### src/design/rwc_pkg.sv
// Shared types, widths and register codes for the ROI weighted centroid block.
// No dependencies; used by every module of the block.
`default_nettype none
package rwc_pkg;

	localparam int COORD_BITS = 12;
	localparam int PIXEL_BITS = 16;
	localparam int FRAC_BITS  = 8;

	localparam int SPAN_BITS  = COORD_BITS + 1;
	localparam int PROD_BITS  = PIXEL_BITS + COORD_BITS;
	localparam int SUM_BITS   = PIXEL_BITS + 2 * COORD_BITS;
	localparam int WSUM_BITS  = SUM_BITS + COORD_BITS;
	localparam int CENT_BITS  = COORD_BITS + FRAC_BITS;

	localparam int CFG_IDX_BITS  = 3;
	localparam int CFG_DATA_BITS = SPAN_BITS;

	localparam int FIFO_DEPTH = 4;
	localparam int FIFO_PTR_BITS = $clog2(FIFO_DEPTH);
	localparam int FIFO_CNT_BITS = $clog2(FIFO_DEPTH + 1);

	localparam logic [COORD_BITS-1:0] COORD_MAX = {COORD_BITS{1'b1}};

	localparam logic [COORD_BITS-1:0] RST_ROI_LEFT    = COORD_BITS'(40);
	localparam logic [COORD_BITS-1:0] RST_ROI_TOP     = COORD_BITS'(20);
	localparam logic [SPAN_BITS-1:0]  RST_ROI_WIDTH   = SPAN_BITS'(50);
	localparam logic [SPAN_BITS-1:0]  RST_ROI_HEIGHT  = SPAN_BITS'(50);
	localparam logic [SPAN_BITS-1:0]  RST_FRAME_WIDTH = SPAN_BITS'(656);

	typedef enum logic [CFG_IDX_BITS-1:0] {
		REG_ROI_LEFT    = 3'd0,
		REG_ROI_TOP     = 3'd1,
		REG_ROI_WIDTH   = 3'd2,
		REG_ROI_HEIGHT  = 3'd3,
		REG_FRAME_WIDTH = 3'd4
	} cfg_index_t;

	typedef struct packed {
		logic [COORD_BITS-1:0] roi_left;
		logic [COORD_BITS-1:0] roi_top;
		logic [SPAN_BITS-1:0]  roi_width;
		logic [SPAN_BITS-1:0]  roi_height;
		logic [SPAN_BITS-1:0]  frame_width;
	} cfg_t;

	// one classified pixel handed from front to back
	typedef struct packed {
		logic [PIXEL_BITS-1:0] pixel;
		logic [COORD_BITS-1:0] dc;
		logic [COORD_BITS-1:0] dr;
		logic                  hit;
		logic                  last;
	} entry_t;

	typedef enum logic [1:0] {
		DIV_IDLE,
		DIV_RUN,
		DIV_DONE
	} div_state_t;

endpackage
`default_nettype wire

### src/design/roi_weighted_centroid.sv
// Region-of-interest intensity-weighted centroid, top level.
// Depends on rwc_pkg, rwc_front, rwc_fifo and rwc_back.
//
// Pixels stream in one per cycle in row-major order; pixels inside the
// configured rectangle are summed and weighted by their column and row offset.
// The frame_end pixel produces one result: sum, both centroids in 12.8 fixed
// point (rounded toward zero, saturated) and an empty flag when the sum is
// zero. Sustained rate is one pixel per clock, set by the multiply and
// accumulate stage, while no frame end waits for the divider. The restoring
// divider gives one quotient bit per cycle for both axes at frame end; it
// runs beside accumulation of the next frame, and a further frame end waits
// only while the divider or its held result is still occupied. pix_ready
// drops only when the four-entry queue between front and back end fills.
// Configuration writes are always accepted and must happen while idle.
`default_nettype none
module roi_weighted_centroid (
	input  wire logic                              clk,
	input  wire logic                              arst_n,
	input  wire logic                              cfg_valid,
	output logic                                   cfg_ready,
	input  wire logic [rwc_pkg::CFG_IDX_BITS-1:0]  cfg_index,
	input  wire logic [rwc_pkg::CFG_DATA_BITS-1:0] cfg_data,
	input  wire logic                              pix_valid,
	output logic                                   pix_ready,
	input  wire logic [rwc_pkg::PIXEL_BITS-1:0]    pixel,
	input  wire logic                              frame_end,
	output logic                                   res_valid,
	input  wire logic                              res_ready,
	output logic [rwc_pkg::SUM_BITS-1:0]           total_intensity,
	output logic [rwc_pkg::CENT_BITS-1:0]          centroid_col,
	output logic [rwc_pkg::CENT_BITS-1:0]          centroid_row,
	output logic                                   empty_region
);

	rwc_pkg::cfg_t   cfg_q;
	rwc_pkg::entry_t wr_entry, head;
	logic fifo_full, head_valid, push, pop;

	assign cfg_ready = 1'b1;
	assign pix_ready = !fifo_full;
	assign push      = pix_valid && pix_ready;

	always_ff @(posedge clk or negedge arst_n) begin
		if (!arst_n) begin
			cfg_q.roi_left    <= rwc_pkg::RST_ROI_LEFT;
			cfg_q.roi_top     <= rwc_pkg::RST_ROI_TOP;
			cfg_q.roi_width   <= rwc_pkg::RST_ROI_WIDTH;
			cfg_q.roi_height  <= rwc_pkg::RST_ROI_HEIGHT;
			cfg_q.frame_width <= rwc_pkg::RST_FRAME_WIDTH;
		end else if (cfg_valid && cfg_ready) begin
			unique case (cfg_index)
				rwc_pkg::REG_ROI_LEFT:
					cfg_q.roi_left <= cfg_data[rwc_pkg::COORD_BITS-1:0];
				rwc_pkg::REG_ROI_TOP:
					cfg_q.roi_top <= cfg_data[rwc_pkg::COORD_BITS-1:0];
				rwc_pkg::REG_ROI_WIDTH:
					cfg_q.roi_width <= cfg_data[rwc_pkg::SPAN_BITS-1:0];
				rwc_pkg::REG_ROI_HEIGHT:
					cfg_q.roi_height <= cfg_data[rwc_pkg::SPAN_BITS-1:0];
				rwc_pkg::REG_FRAME_WIDTH:
					cfg_q.frame_width <= cfg_data[rwc_pkg::SPAN_BITS-1:0];
				default: ;
			endcase
		end
	end

	rwc_front u_front (
		.clk       (clk),
		.arst_n    (arst_n),
		.cfg       (cfg_q),
		.push      (push),
		.pixel     (pixel),
		.frame_end (frame_end),
		.entry     (wr_entry)
	);

	rwc_fifo u_fifo (
		.clk       (clk),
		.arst_n    (arst_n),
		.push      (push),
		.wr_entry  (wr_entry),
		.full      (fifo_full),
		.pop       (pop),
		.not_empty (head_valid),
		.rd_entry  (head)
	);

	rwc_back u_back (
		.clk             (clk),
		.arst_n          (arst_n),
		.head_valid      (head_valid),
		.head            (head),
		.pop             (pop),
		.res_valid       (res_valid),
		.res_ready       (res_ready),
		.total_intensity (total_intensity),
		.centroid_col    (centroid_col),
		.centroid_row    (centroid_row),
		.empty_region    (empty_region)
	);

	// empty result carries zero sum and zero centroids
	a_empty_zero: assert property (@(posedge clk) disable iff (!arst_n)
		res_valid && empty_region |->
			total_intensity == '0 && centroid_col == '0 && centroid_row == '0)
		else $error("empty result with non-zero fields");

	// a non-empty result always has a non-zero sum
	a_sum_nonzero: assert property (@(posedge clk) disable iff (!arst_n)
		res_valid && !empty_region |-> total_intensity != '0)
		else $error("non-empty result with zero sum");

	// the queue is never popped when empty
	a_no_underflow: assert property (@(posedge clk) disable iff (!arst_n)
		pop |-> head_valid)
		else $error("queue popped while empty");

endmodule
`default_nettype wire

### src/design/rwc_front.sv
// Front end: raster position counters and region classification.
// Depends on rwc_pkg.
`default_nettype none
module rwc_front (
	input  wire logic                           clk,
	input  wire logic                           arst_n,
	input  wire rwc_pkg::cfg_t                  cfg,
	input  wire logic                           push,
	input  wire logic [rwc_pkg::PIXEL_BITS-1:0] pixel,
	input  wire logic                           frame_end,
	output rwc_pkg::entry_t                     entry
);

	logic [rwc_pkg::COORD_BITS-1:0] col_q, row_q;
	logic [rwc_pkg::COORD_BITS-1:0] col_off, row_off;
	logic in_col, in_row, row_end;

	always_comb begin
		col_off = col_q - cfg.roi_left;
		row_off = row_q - cfg.roi_top;
		in_col  = (col_q >= cfg.roi_left) && ({1'b0, col_off} < cfg.roi_width);
		in_row  = (row_q >= cfg.roi_top) && ({1'b0, row_off} < cfg.roi_height);
		row_end = (({1'b0, col_q} + rwc_pkg::SPAN_BITS'(1)) >= cfg.frame_width)
			|| (col_q == rwc_pkg::COORD_MAX);
		entry.pixel = pixel;
		entry.dc    = col_off;
		entry.dr    = row_off;
		entry.hit   = in_col && in_row;
		entry.last  = frame_end;
	end

	always_ff @(posedge clk or negedge arst_n) begin
		if (!arst_n) begin
			col_q <= '0;
			row_q <= '0;
		end else if (push) begin
			if (frame_end) begin
				col_q <= '0;
				row_q <= '0;
			end else if (row_end) begin
				col_q <= '0;
				row_q <= row_q + rwc_pkg::COORD_BITS'(1);
			end else begin
				col_q <= col_q + rwc_pkg::COORD_BITS'(1);
			end
		end
	end

endmodule
`default_nettype wire

### src/design/rwc_fifo.sv
// Short queue of classified pixels between front and back.
// Depends on rwc_pkg.
`default_nettype none
module rwc_fifo (
	input  wire logic            clk,
	input  wire logic            arst_n,
	input  wire logic            push,
	input  wire rwc_pkg::entry_t wr_entry,
	output logic                 full,
	input  wire logic            pop,
	output logic                 not_empty,
	output rwc_pkg::entry_t      rd_entry
);

	rwc_pkg::entry_t mem_q [rwc_pkg::FIFO_DEPTH];
	logic [rwc_pkg::FIFO_PTR_BITS-1:0] wr_ptr_q, rd_ptr_q;
	logic [rwc_pkg::FIFO_CNT_BITS-1:0] count_q;

	assign full      = (count_q == rwc_pkg::FIFO_CNT_BITS'(rwc_pkg::FIFO_DEPTH));
	assign not_empty = (count_q != '0);
	assign rd_entry  = mem_q[rd_ptr_q];

	always_ff @(posedge clk) begin
		if (push)
			mem_q[wr_ptr_q] <= wr_entry;
	end

	always_ff @(posedge clk or negedge arst_n) begin
		if (!arst_n) begin
			wr_ptr_q <= '0;
			rd_ptr_q <= '0;
			count_q  <= '0;
		end else begin
			if (push)
				wr_ptr_q <= wr_ptr_q + rwc_pkg::FIFO_PTR_BITS'(1);
			if (pop)
				rd_ptr_q <= rd_ptr_q + rwc_pkg::FIFO_PTR_BITS'(1);
			if (push && !pop)
				count_q <= count_q + rwc_pkg::FIFO_CNT_BITS'(1);
			else if (pop && !push)
				count_q <= count_q - rwc_pkg::FIFO_CNT_BITS'(1);
		end
	end

endmodule
`default_nettype wire

### src/design/rwc_div.sv
// Frame-end centroid divider: restoring division, one quotient bit per cycle
// for both axes, holding the result until it is taken. Depends on rwc_pkg.
`default_nettype none
module rwc_div (
	input  wire logic                          clk,
	input  wire logic                          arst_n,
	input  wire logic                          start,
	input  wire logic [rwc_pkg::SUM_BITS-1:0]  den,
	input  wire logic [rwc_pkg::WSUM_BITS-1:0] num_c,
	input  wire logic [rwc_pkg::WSUM_BITS-1:0] num_r,
	output logic                               busy,
	output logic                               res_valid,
	input  wire logic                          res_ready,
	output logic [rwc_pkg::SUM_BITS-1:0]       total_intensity,
	output logic [rwc_pkg::CENT_BITS-1:0]      centroid_col,
	output logic [rwc_pkg::CENT_BITS-1:0]      centroid_row,
	output logic                               empty_region
);

	localparam int STEP_BITS = $clog2(rwc_pkg::CENT_BITS + 1);
	localparam int NUM_EXT_BITS = rwc_pkg::WSUM_BITS + rwc_pkg::FRAC_BITS;

	rwc_pkg::div_state_t state_q, state_d;
	logic [rwc_pkg::SUM_BITS-1:0]  den_q, rem_c_q, rem_r_q;
	logic [rwc_pkg::CENT_BITS-1:0] lo_c_q, lo_r_q;
	logic [STEP_BITS-1:0]          step_q;
	logic ovf_c_q, ovf_r_q, empty_q;

	logic [rwc_pkg::SUM_BITS:0]    trial_c, trial_r;
	logic                          take_c, take_r;
	logic [rwc_pkg::WSUM_BITS-1:0] den_lim;
	logic [NUM_EXT_BITS-1:0]       ext_c, ext_r;
	logic                          last_step;

	always_comb begin
		// numerator is num * 2^FRAC; upper part seeds the remainder
		ext_c   = NUM_EXT_BITS'(num_c) << rwc_pkg::FRAC_BITS;
		ext_r   = NUM_EXT_BITS'(num_r) << rwc_pkg::FRAC_BITS;
		// quotient overflows the centroid width when num >= den * 2^COORD
		den_lim = rwc_pkg::WSUM_BITS'(den) << rwc_pkg::COORD_BITS;
		trial_c = {rem_c_q, lo_c_q[rwc_pkg::CENT_BITS-1]};
		trial_r = {rem_r_q, lo_r_q[rwc_pkg::CENT_BITS-1]};
		take_c  = trial_c >= {1'b0, den_q};
		take_r  = trial_r >= {1'b0, den_q};
		last_step = (step_q == STEP_BITS'(rwc_pkg::CENT_BITS - 1));
	end

	always_ff @(posedge clk or negedge arst_n) begin
		if (!arst_n)
			state_q <= rwc_pkg::DIV_IDLE;
		else
			state_q <= state_d;
	end

	always_comb begin
		state_d   = state_q;
		busy      = 1'b1;
		res_valid = 1'b0;
		unique case (state_q)
			rwc_pkg::DIV_IDLE: begin
				busy = 1'b0;
				if (start)
					state_d = (den == '0) ? rwc_pkg::DIV_DONE : rwc_pkg::DIV_RUN;
			end
			rwc_pkg::DIV_RUN: begin
				if (last_step)
					state_d = rwc_pkg::DIV_DONE;
			end
			rwc_pkg::DIV_DONE: begin
				res_valid = 1'b1;
				if (res_ready)
					state_d = rwc_pkg::DIV_IDLE;
			end
			default: state_d = rwc_pkg::DIV_IDLE;
		endcase
	end

	always_ff @(posedge clk or negedge arst_n) begin
		if (!arst_n) begin
			step_q <= '0;
		end else if (state_q == rwc_pkg::DIV_IDLE) begin
			step_q <= '0;
		end else if (state_q == rwc_pkg::DIV_RUN) begin
			step_q <= step_q + STEP_BITS'(1);
		end
	end

	always_ff @(posedge clk) begin
		if (state_q == rwc_pkg::DIV_IDLE && start) begin
			den_q   <= den;
			empty_q <= (den == '0);
			ovf_c_q <= (num_c >= den_lim);
			ovf_r_q <= (num_r >= den_lim);
			rem_c_q <= rwc_pkg::SUM_BITS'(ext_c >> rwc_pkg::CENT_BITS);
			rem_r_q <= rwc_pkg::SUM_BITS'(ext_r >> rwc_pkg::CENT_BITS);
			lo_c_q  <= ext_c[rwc_pkg::CENT_BITS-1:0];
			lo_r_q  <= ext_r[rwc_pkg::CENT_BITS-1:0];
		end else if (state_q == rwc_pkg::DIV_RUN) begin
			rem_c_q <= take_c ? rwc_pkg::SUM_BITS'(trial_c - {1'b0, den_q})
				: rwc_pkg::SUM_BITS'(trial_c);
			rem_r_q <= take_r ? rwc_pkg::SUM_BITS'(trial_r - {1'b0, den_q})
				: rwc_pkg::SUM_BITS'(trial_r);
			lo_c_q  <= {lo_c_q[rwc_pkg::CENT_BITS-2:0], take_c};
			lo_r_q  <= {lo_r_q[rwc_pkg::CENT_BITS-2:0], take_r};
		end
	end

	always_comb begin
		total_intensity = den_q;
		empty_region    = empty_q;
		if (empty_q) begin
			centroid_col = '0;
			centroid_row = '0;
		end else begin
			centroid_col = ovf_c_q ? '1 : lo_c_q;
			centroid_row = ovf_r_q ? '1 : lo_r_q;
		end
	end

endmodule
`default_nettype wire

### src/design/rwc_back.sv
// Back end: multiply stage, saturating accumulators and the frame-end divider.
// Depends on rwc_pkg and rwc_div.
`default_nettype none
module rwc_back (
	input  wire logic                          clk,
	input  wire logic                          arst_n,
	input  wire logic                          head_valid,
	input  wire rwc_pkg::entry_t               head,
	output logic                               pop,
	output logic                               res_valid,
	input  wire logic                          res_ready,
	output logic [rwc_pkg::SUM_BITS-1:0]       total_intensity,
	output logic [rwc_pkg::CENT_BITS-1:0]      centroid_col,
	output logic [rwc_pkg::CENT_BITS-1:0]      centroid_row,
	output logic                               empty_region
);

	logic                           valid_s1, hit_s1, last_s1;
	logic [rwc_pkg::PIXEL_BITS-1:0] pix_s1;
	logic [rwc_pkg::PROD_BITS-1:0]  pc_s1, pr_s1;

	logic [rwc_pkg::SUM_BITS-1:0]  sum_q, sum_nxt;
	logic [rwc_pkg::WSUM_BITS-1:0] wc_q, wr_q, wc_nxt, wr_nxt;
	logic [rwc_pkg::SUM_BITS:0]    sum_add;
	logic [rwc_pkg::WSUM_BITS:0]   wc_add, wr_add;

	logic div_busy, adv_s1, div_start;

	// a frame-end item waits in s1 until the divider is free
	assign adv_s1    = valid_s1 && !(last_s1 && div_busy);
	assign pop       = head_valid && (!valid_s1 || adv_s1);
	assign div_start = adv_s1 && last_s1;

	always_comb begin
		sum_add = {1'b0, sum_q} + (rwc_pkg::SUM_BITS + 1)'(pix_s1);
		wc_add  = {1'b0, wc_q} + (rwc_pkg::WSUM_BITS + 1)'(pc_s1);
		wr_add  = {1'b0, wr_q} + (rwc_pkg::WSUM_BITS + 1)'(pr_s1);
		sum_nxt = sum_q;
		wc_nxt  = wc_q;
		wr_nxt  = wr_q;
		if (hit_s1) begin
			sum_nxt = sum_add[rwc_pkg::SUM_BITS] ? '1 : sum_add[rwc_pkg::SUM_BITS-1:0];
			wc_nxt  = wc_add[rwc_pkg::WSUM_BITS] ? '1 : wc_add[rwc_pkg::WSUM_BITS-1:0];
			wr_nxt  = wr_add[rwc_pkg::WSUM_BITS] ? '1 : wr_add[rwc_pkg::WSUM_BITS-1:0];
		end
	end

	always_ff @(posedge clk or negedge arst_n) begin
		if (!arst_n)
			valid_s1 <= 1'b0;
		else if (pop)
			valid_s1 <= 1'b1;
		else if (adv_s1)
			valid_s1 <= 1'b0;
	end

	always_ff @(posedge clk) begin
		if (pop) begin
			hit_s1  <= head.hit;
			last_s1 <= head.last;
			pix_s1  <= head.pixel;
			pc_s1   <= rwc_pkg::PROD_BITS'(head.pixel) * rwc_pkg::PROD_BITS'(head.dc);
			pr_s1   <= rwc_pkg::PROD_BITS'(head.pixel) * rwc_pkg::PROD_BITS'(head.dr);
		end
	end

	always_ff @(posedge clk or negedge arst_n) begin
		if (!arst_n) begin
			sum_q <= '0;
			wc_q  <= '0;
			wr_q  <= '0;
		end else if (adv_s1) begin
			if (last_s1) begin
				sum_q <= '0;
				wc_q  <= '0;
				wr_q  <= '0;
			end else begin
				sum_q <= sum_nxt;
				wc_q  <= wc_nxt;
				wr_q  <= wr_nxt;
			end
		end
	end

	rwc_div u_div (
		.clk             (clk),
		.arst_n          (arst_n),
		.start           (div_start),
		.den             (sum_nxt),
		.num_c           (wc_nxt),
		.num_r           (wr_nxt),
		.busy            (div_busy),
		.res_valid       (res_valid),
		.res_ready       (res_ready),
		.total_intensity (total_intensity),
		.centroid_col    (centroid_col),
		.centroid_row    (centroid_row),
		.empty_region    (empty_region)
	);

endmodule
`default_nettype wire

### config.mk
export PLATFORM = sky130hd
export DESIGN_NAME = roi_weighted_centroid
export DESIGN_NICKNAME = d
export VERILOG_FILES = /design/src/design/rwc_pkg.sv /design/src/design/roi_weighted_centroid.sv /design/src/design/rwc_front.sv /design/src/design/rwc_fifo.sv /design/src/design/rwc_div.sv /design/src/design/rwc_back.sv
export SDC_FILE = /design/constraint.sdc
export NUM_CORES = 2
export LEC_CHECK = 0
export BUFFER_PORTS_ARGS = -buffer_cell sky130_fd_sc_hd__buf_2
export CAP_MARGIN = 20
export CORE_UTILIZATION = 60
export DETAILED_ROUTE_END_ITERATION = 10
export HOLD_SLACK_MARGIN = 0.08
export PLACE_DENSITY = 0.82
export SYNTH_ARGS = -nofsm -noshare
export SYNTH_HDL_FRONTEND = slang
export SYNTH_SLANG_ARGS = --single-unit
### constraint.sdc
create_clock -name clk -period 8.75 [get_ports clk]
set_input_delay 1.75 -clock clk [delete_from_list [all_inputs] [get_ports clk]]
set_output_delay 1.75 -clock clk [all_outputs]
set_load 0.01 [all_outputs]
==> out/qor.csv <==
stage;metric;value;unit
outcome;status;finished clean;
floorplanning;starting density of the core;60.6;%
logic_synthesis;syn_area_per_cell;9.47;sq um
clocking;CTS tree;done;
floorplanning;Core Area;0.0869;sq mm
drt;WL/cell;21.5;microns
clocking;postcts setup bufs;0;
setup_path;CP required;9.12;ns
sta;final setup vio count;0;
setup_path;RR Startpoint;u_fifo.rd_ptr_q[0];
global_routing;first-pass GRT wire length;229000;microns
logic_synthesis;Distinct cells, synth;97;
setup_path;crit end category;flip-flop;
drt;Vias per Instance;6.35;
clocking;clk sinks;651;
finish;Final nets;6335;
floorplanning;Die Ht;298;microns
sta;RSZ-0062 raised after global routing;no;
setup_path;CP top delay family;adder cells;
place;IO Port Bufs;120;
logic_synthesis;ys async rst share;37.8;%
setup_path;Setup crit start;u_fifo.rd_ptr_q[0];
clocking;Skew-Pair Late Insertion Delay;0.64;ns
logic_synthesis;YS warnings;0;
logic_synthesis;Synth Cell Area;0.0527;sq mm
clocking;Reg clk slew, reported paths;0.06;ns
finish;layout cells sized above 1;7.83;%
setup_path;classification of the worst setup path;reg -> reg;
setup_path;CP Launch Type;flip-flop;
sta;skew final;0.0246;ns
min_path;worst hold path type;reg -> reg;
sta;final hold vios;0;
clocking;Num CTS Buffers;73;
floorplanning;Rows;108;
finish;Area Overhead vs Synth;7.82;%
drt;Post-route DRC;0;
drt;First-pass DRT Iterations;5;
sta;f_max;133;MHz
drt;Post-Route WL;146000;microns
setup_path;Max stage delay cell, worst path;mux4_2;
logic_synthesis;Synth area leader;edfxtp_1;
logic_synthesis;EDFF count, synth;389;
floorplanning;die area;0.0890;sq mm
drt;Final ANT Viol Nets;0;
logic_synthesis;Post-synth top cells;686 x nand2_1, 619 x inv_1, 431 x ha_1;
logic_synthesis;Primary FF master, synth;edfxtp_1;
global_routing;grt ovf;0;
setup_path;CP Cell Sequence;buf_4 > mux4_2 > nand2_1 > fa_1 > fa_1 > fa_1 > inv_1 > fa_1 > inv_1 > fa_1 > inv_1 > ha_1 > or2_2 > o31ai_1 > a2111oi_0 > o31ai_1 > o21ai_0 > a21o_1 > a211oi_1 > a21oi_1 > xnor2_1;
finish;Util after Layout;65.3;%
sta;Slew Limit Headroom;22.0;%
floorplanning;num ports;122;
sta;setup tns final;0;ns
floorplanning;die extent in x;298;microns
place;GPL Wtd Cong;1.01;
sta;Worst-Margin Slew;1.17;ns
sta;fin crit share;86.2;%
min_path;hold_sp;u_back.u_div.lo_r_q[1];
clocking;hold buffer count at CTS;0;
sta;fin crit period;7.54;ns
clocking;Bufs on Longest Clock Path;3;
logic_synthesis;most frequent cell after synthesis;nand2_1;
place;DP HPWL;108000;microns
logic_synthesis;synth top area cells;edfxtp_1 22%, dfrtp_1 11%, fa_1 11%, ha_1 10%, nand2_1 4.9%;
clocking;H-tree levels;3;
global_routing;total track usage;32.7;%
setup_path;Buf/Inv on CP;4;
finish;Antenna Cells;0;
clocking;Post-CTS Resized;0;
logic_synthesis;FF+latch count, synth;651;
logic_synthesis;Post-Synthesis Cells;5558;
setup_path;Arrival @ worst endpoint;7.91;ns
clocking;Root Driver;clkbuf_16;
setup_path;critical path peak fanout;25;
flow_run;max cap viols;0;
logic_synthesis;register area share after synthesis;34.5;%
setup_path;Crit path top cell by count;fa_1;
global_routing;initial antenna violation count;0;
global_routing;largest net degree at the start of global routing;155;
logic_synthesis;Mapped Nets;6315;
global_routing;vias in the first global route;41701;
drt;via count;43125;
sta;Slew Viols, Final;0;
drt;1st-iter DRT viols;4391;
logic_synthesis;top cell type's share of synthesized area;22.2;%
setup_path;Worst path max stage delay;0.84;ns
## layout make-up
cell class,count,area (sq um)
Sequential cell,651,18200
Timing Repair Buffer,174,1050
Clock inverter,49,524
Inverter,620,2330
Clock buffer,83,1910
Multi-Input combinational cell,4058,31300
Fill cell,6780,30100
Tap cell,1155,1450
## sequential cells by signal, summed over array words and instances (netlist names), 2 cells and up
| signal | cells |
|---|---|
| u_back.wr_q | 52 |
| u_fifo.count_q | 3 |
| u_back.u_div.rem_c_q | 40 |
| u_back.u_div.step_q | 5 |
| u_back.pc_s1 | 28 |
| u_front.col_q | 12 |
| u_back.pix_s1 | 16 |
| u_back.u_div.lo_c_q | 20 |
| u_back.u_div.state_q | 2 |
| u_back.u_div.rem_r_q | 40 |
| u_back.sum_q | 40 |
| u_back.u_div.lo_r_q | 20 |
| u_fifo.mem_q | 168 |
| u_fifo.rd_ptr_q | 2 |
| u_back.u_div.total_intensity | 40 |
| u_back.pr_s1 | 28 |
| cfg_q | 63 |
| u_front.row_q | 12 |
| u_fifo.wr_ptr_q | 2 |
| u_back.wc_q | 52 |
## layer usage
layer | global-route usage [%] | wire length [microns]
met2 | 52.5 | 67800
met3 | 5.29 | 14200
met4 | 12.5 | 5680
met1 | 44.8 | 58600
met5 | 0 | 0
## tightest hold or removal path, delay by kind of cell, from the launching register on
family          cells  cell delay [ns]
flops               1             0.32
compound gates      1             0.06
simple gates        1             0.05
## layout by cell type (no fill, tap or decap), drive strengths merged, types with 31 or more instances in the layout
cell type  count
dfrtp        233
a21oi        255
a31oi         72
xnor2        146
and2         154
nand2        687
o21a          61
a22o          70
buf          174
nor3         110
o21ai        329
nor2b         49
nand4         83
nand2b        35
fa           288
edfxtp       389
nand3        137
clkbuf        83
a211oi        43
nor2         325
ha           431
xor2          85
a21o          95
and3          62
inv          627
mux4          42
o211ai        42
o31ai         31
## stage by stage
stage	area, sq um	hold WS [ns]	instances	worst slack, ns
finish	56800	0.474	6790	1.21
CTS	56700	0.478	6787	1.22
floorplan	52700	0.447	5558	1.41
detailed placement	54300	0.468	6655	1.24
global route	56800	0.500	6790	0.806
global placement	54300	0.460	6655	1.31
## cells by family (layout without fill, tap and decap cells)
group | after synthesis | in the layout | synth area share, %
compound gates | 1241 | 1241 | 15.5
xor+xnor | 231 | 231 | 3.84
fa+ha+maj | 719 | 719 | 21.2
buf+inv | 849 | 926 | 6.13
flops | 651 | 651 | 34.5
mux | 101 | 101 | 2.99
other cells | 1 | 1 | 0.00712
simple gates | 1765 | 1765 | 15.8
## final timing paths
kind / to / slack, ns / cells past startpoint
setup / recovery: u_back.pc_s1[27] / 1.21 / 21
max in group asynchronous: u_back.wr_q[48] / 6.10 / 2
hold reg to reg: u_back.u_div.lo_r_q[1] / 0.47 / 2
setup reg to reg: u_back.pc_s1[27] / 1.21 / 21
min in group asynchronous: u_fifo.rd_ptr_q[0] / 1.17 / 1
hold / removal: u_back.u_div.lo_r_q[1] / 0.47 / 2
Power is left out: the tool's default activity adds up to more than one toggle a clock period on the data nets, which glitch-free logic cannot reach.
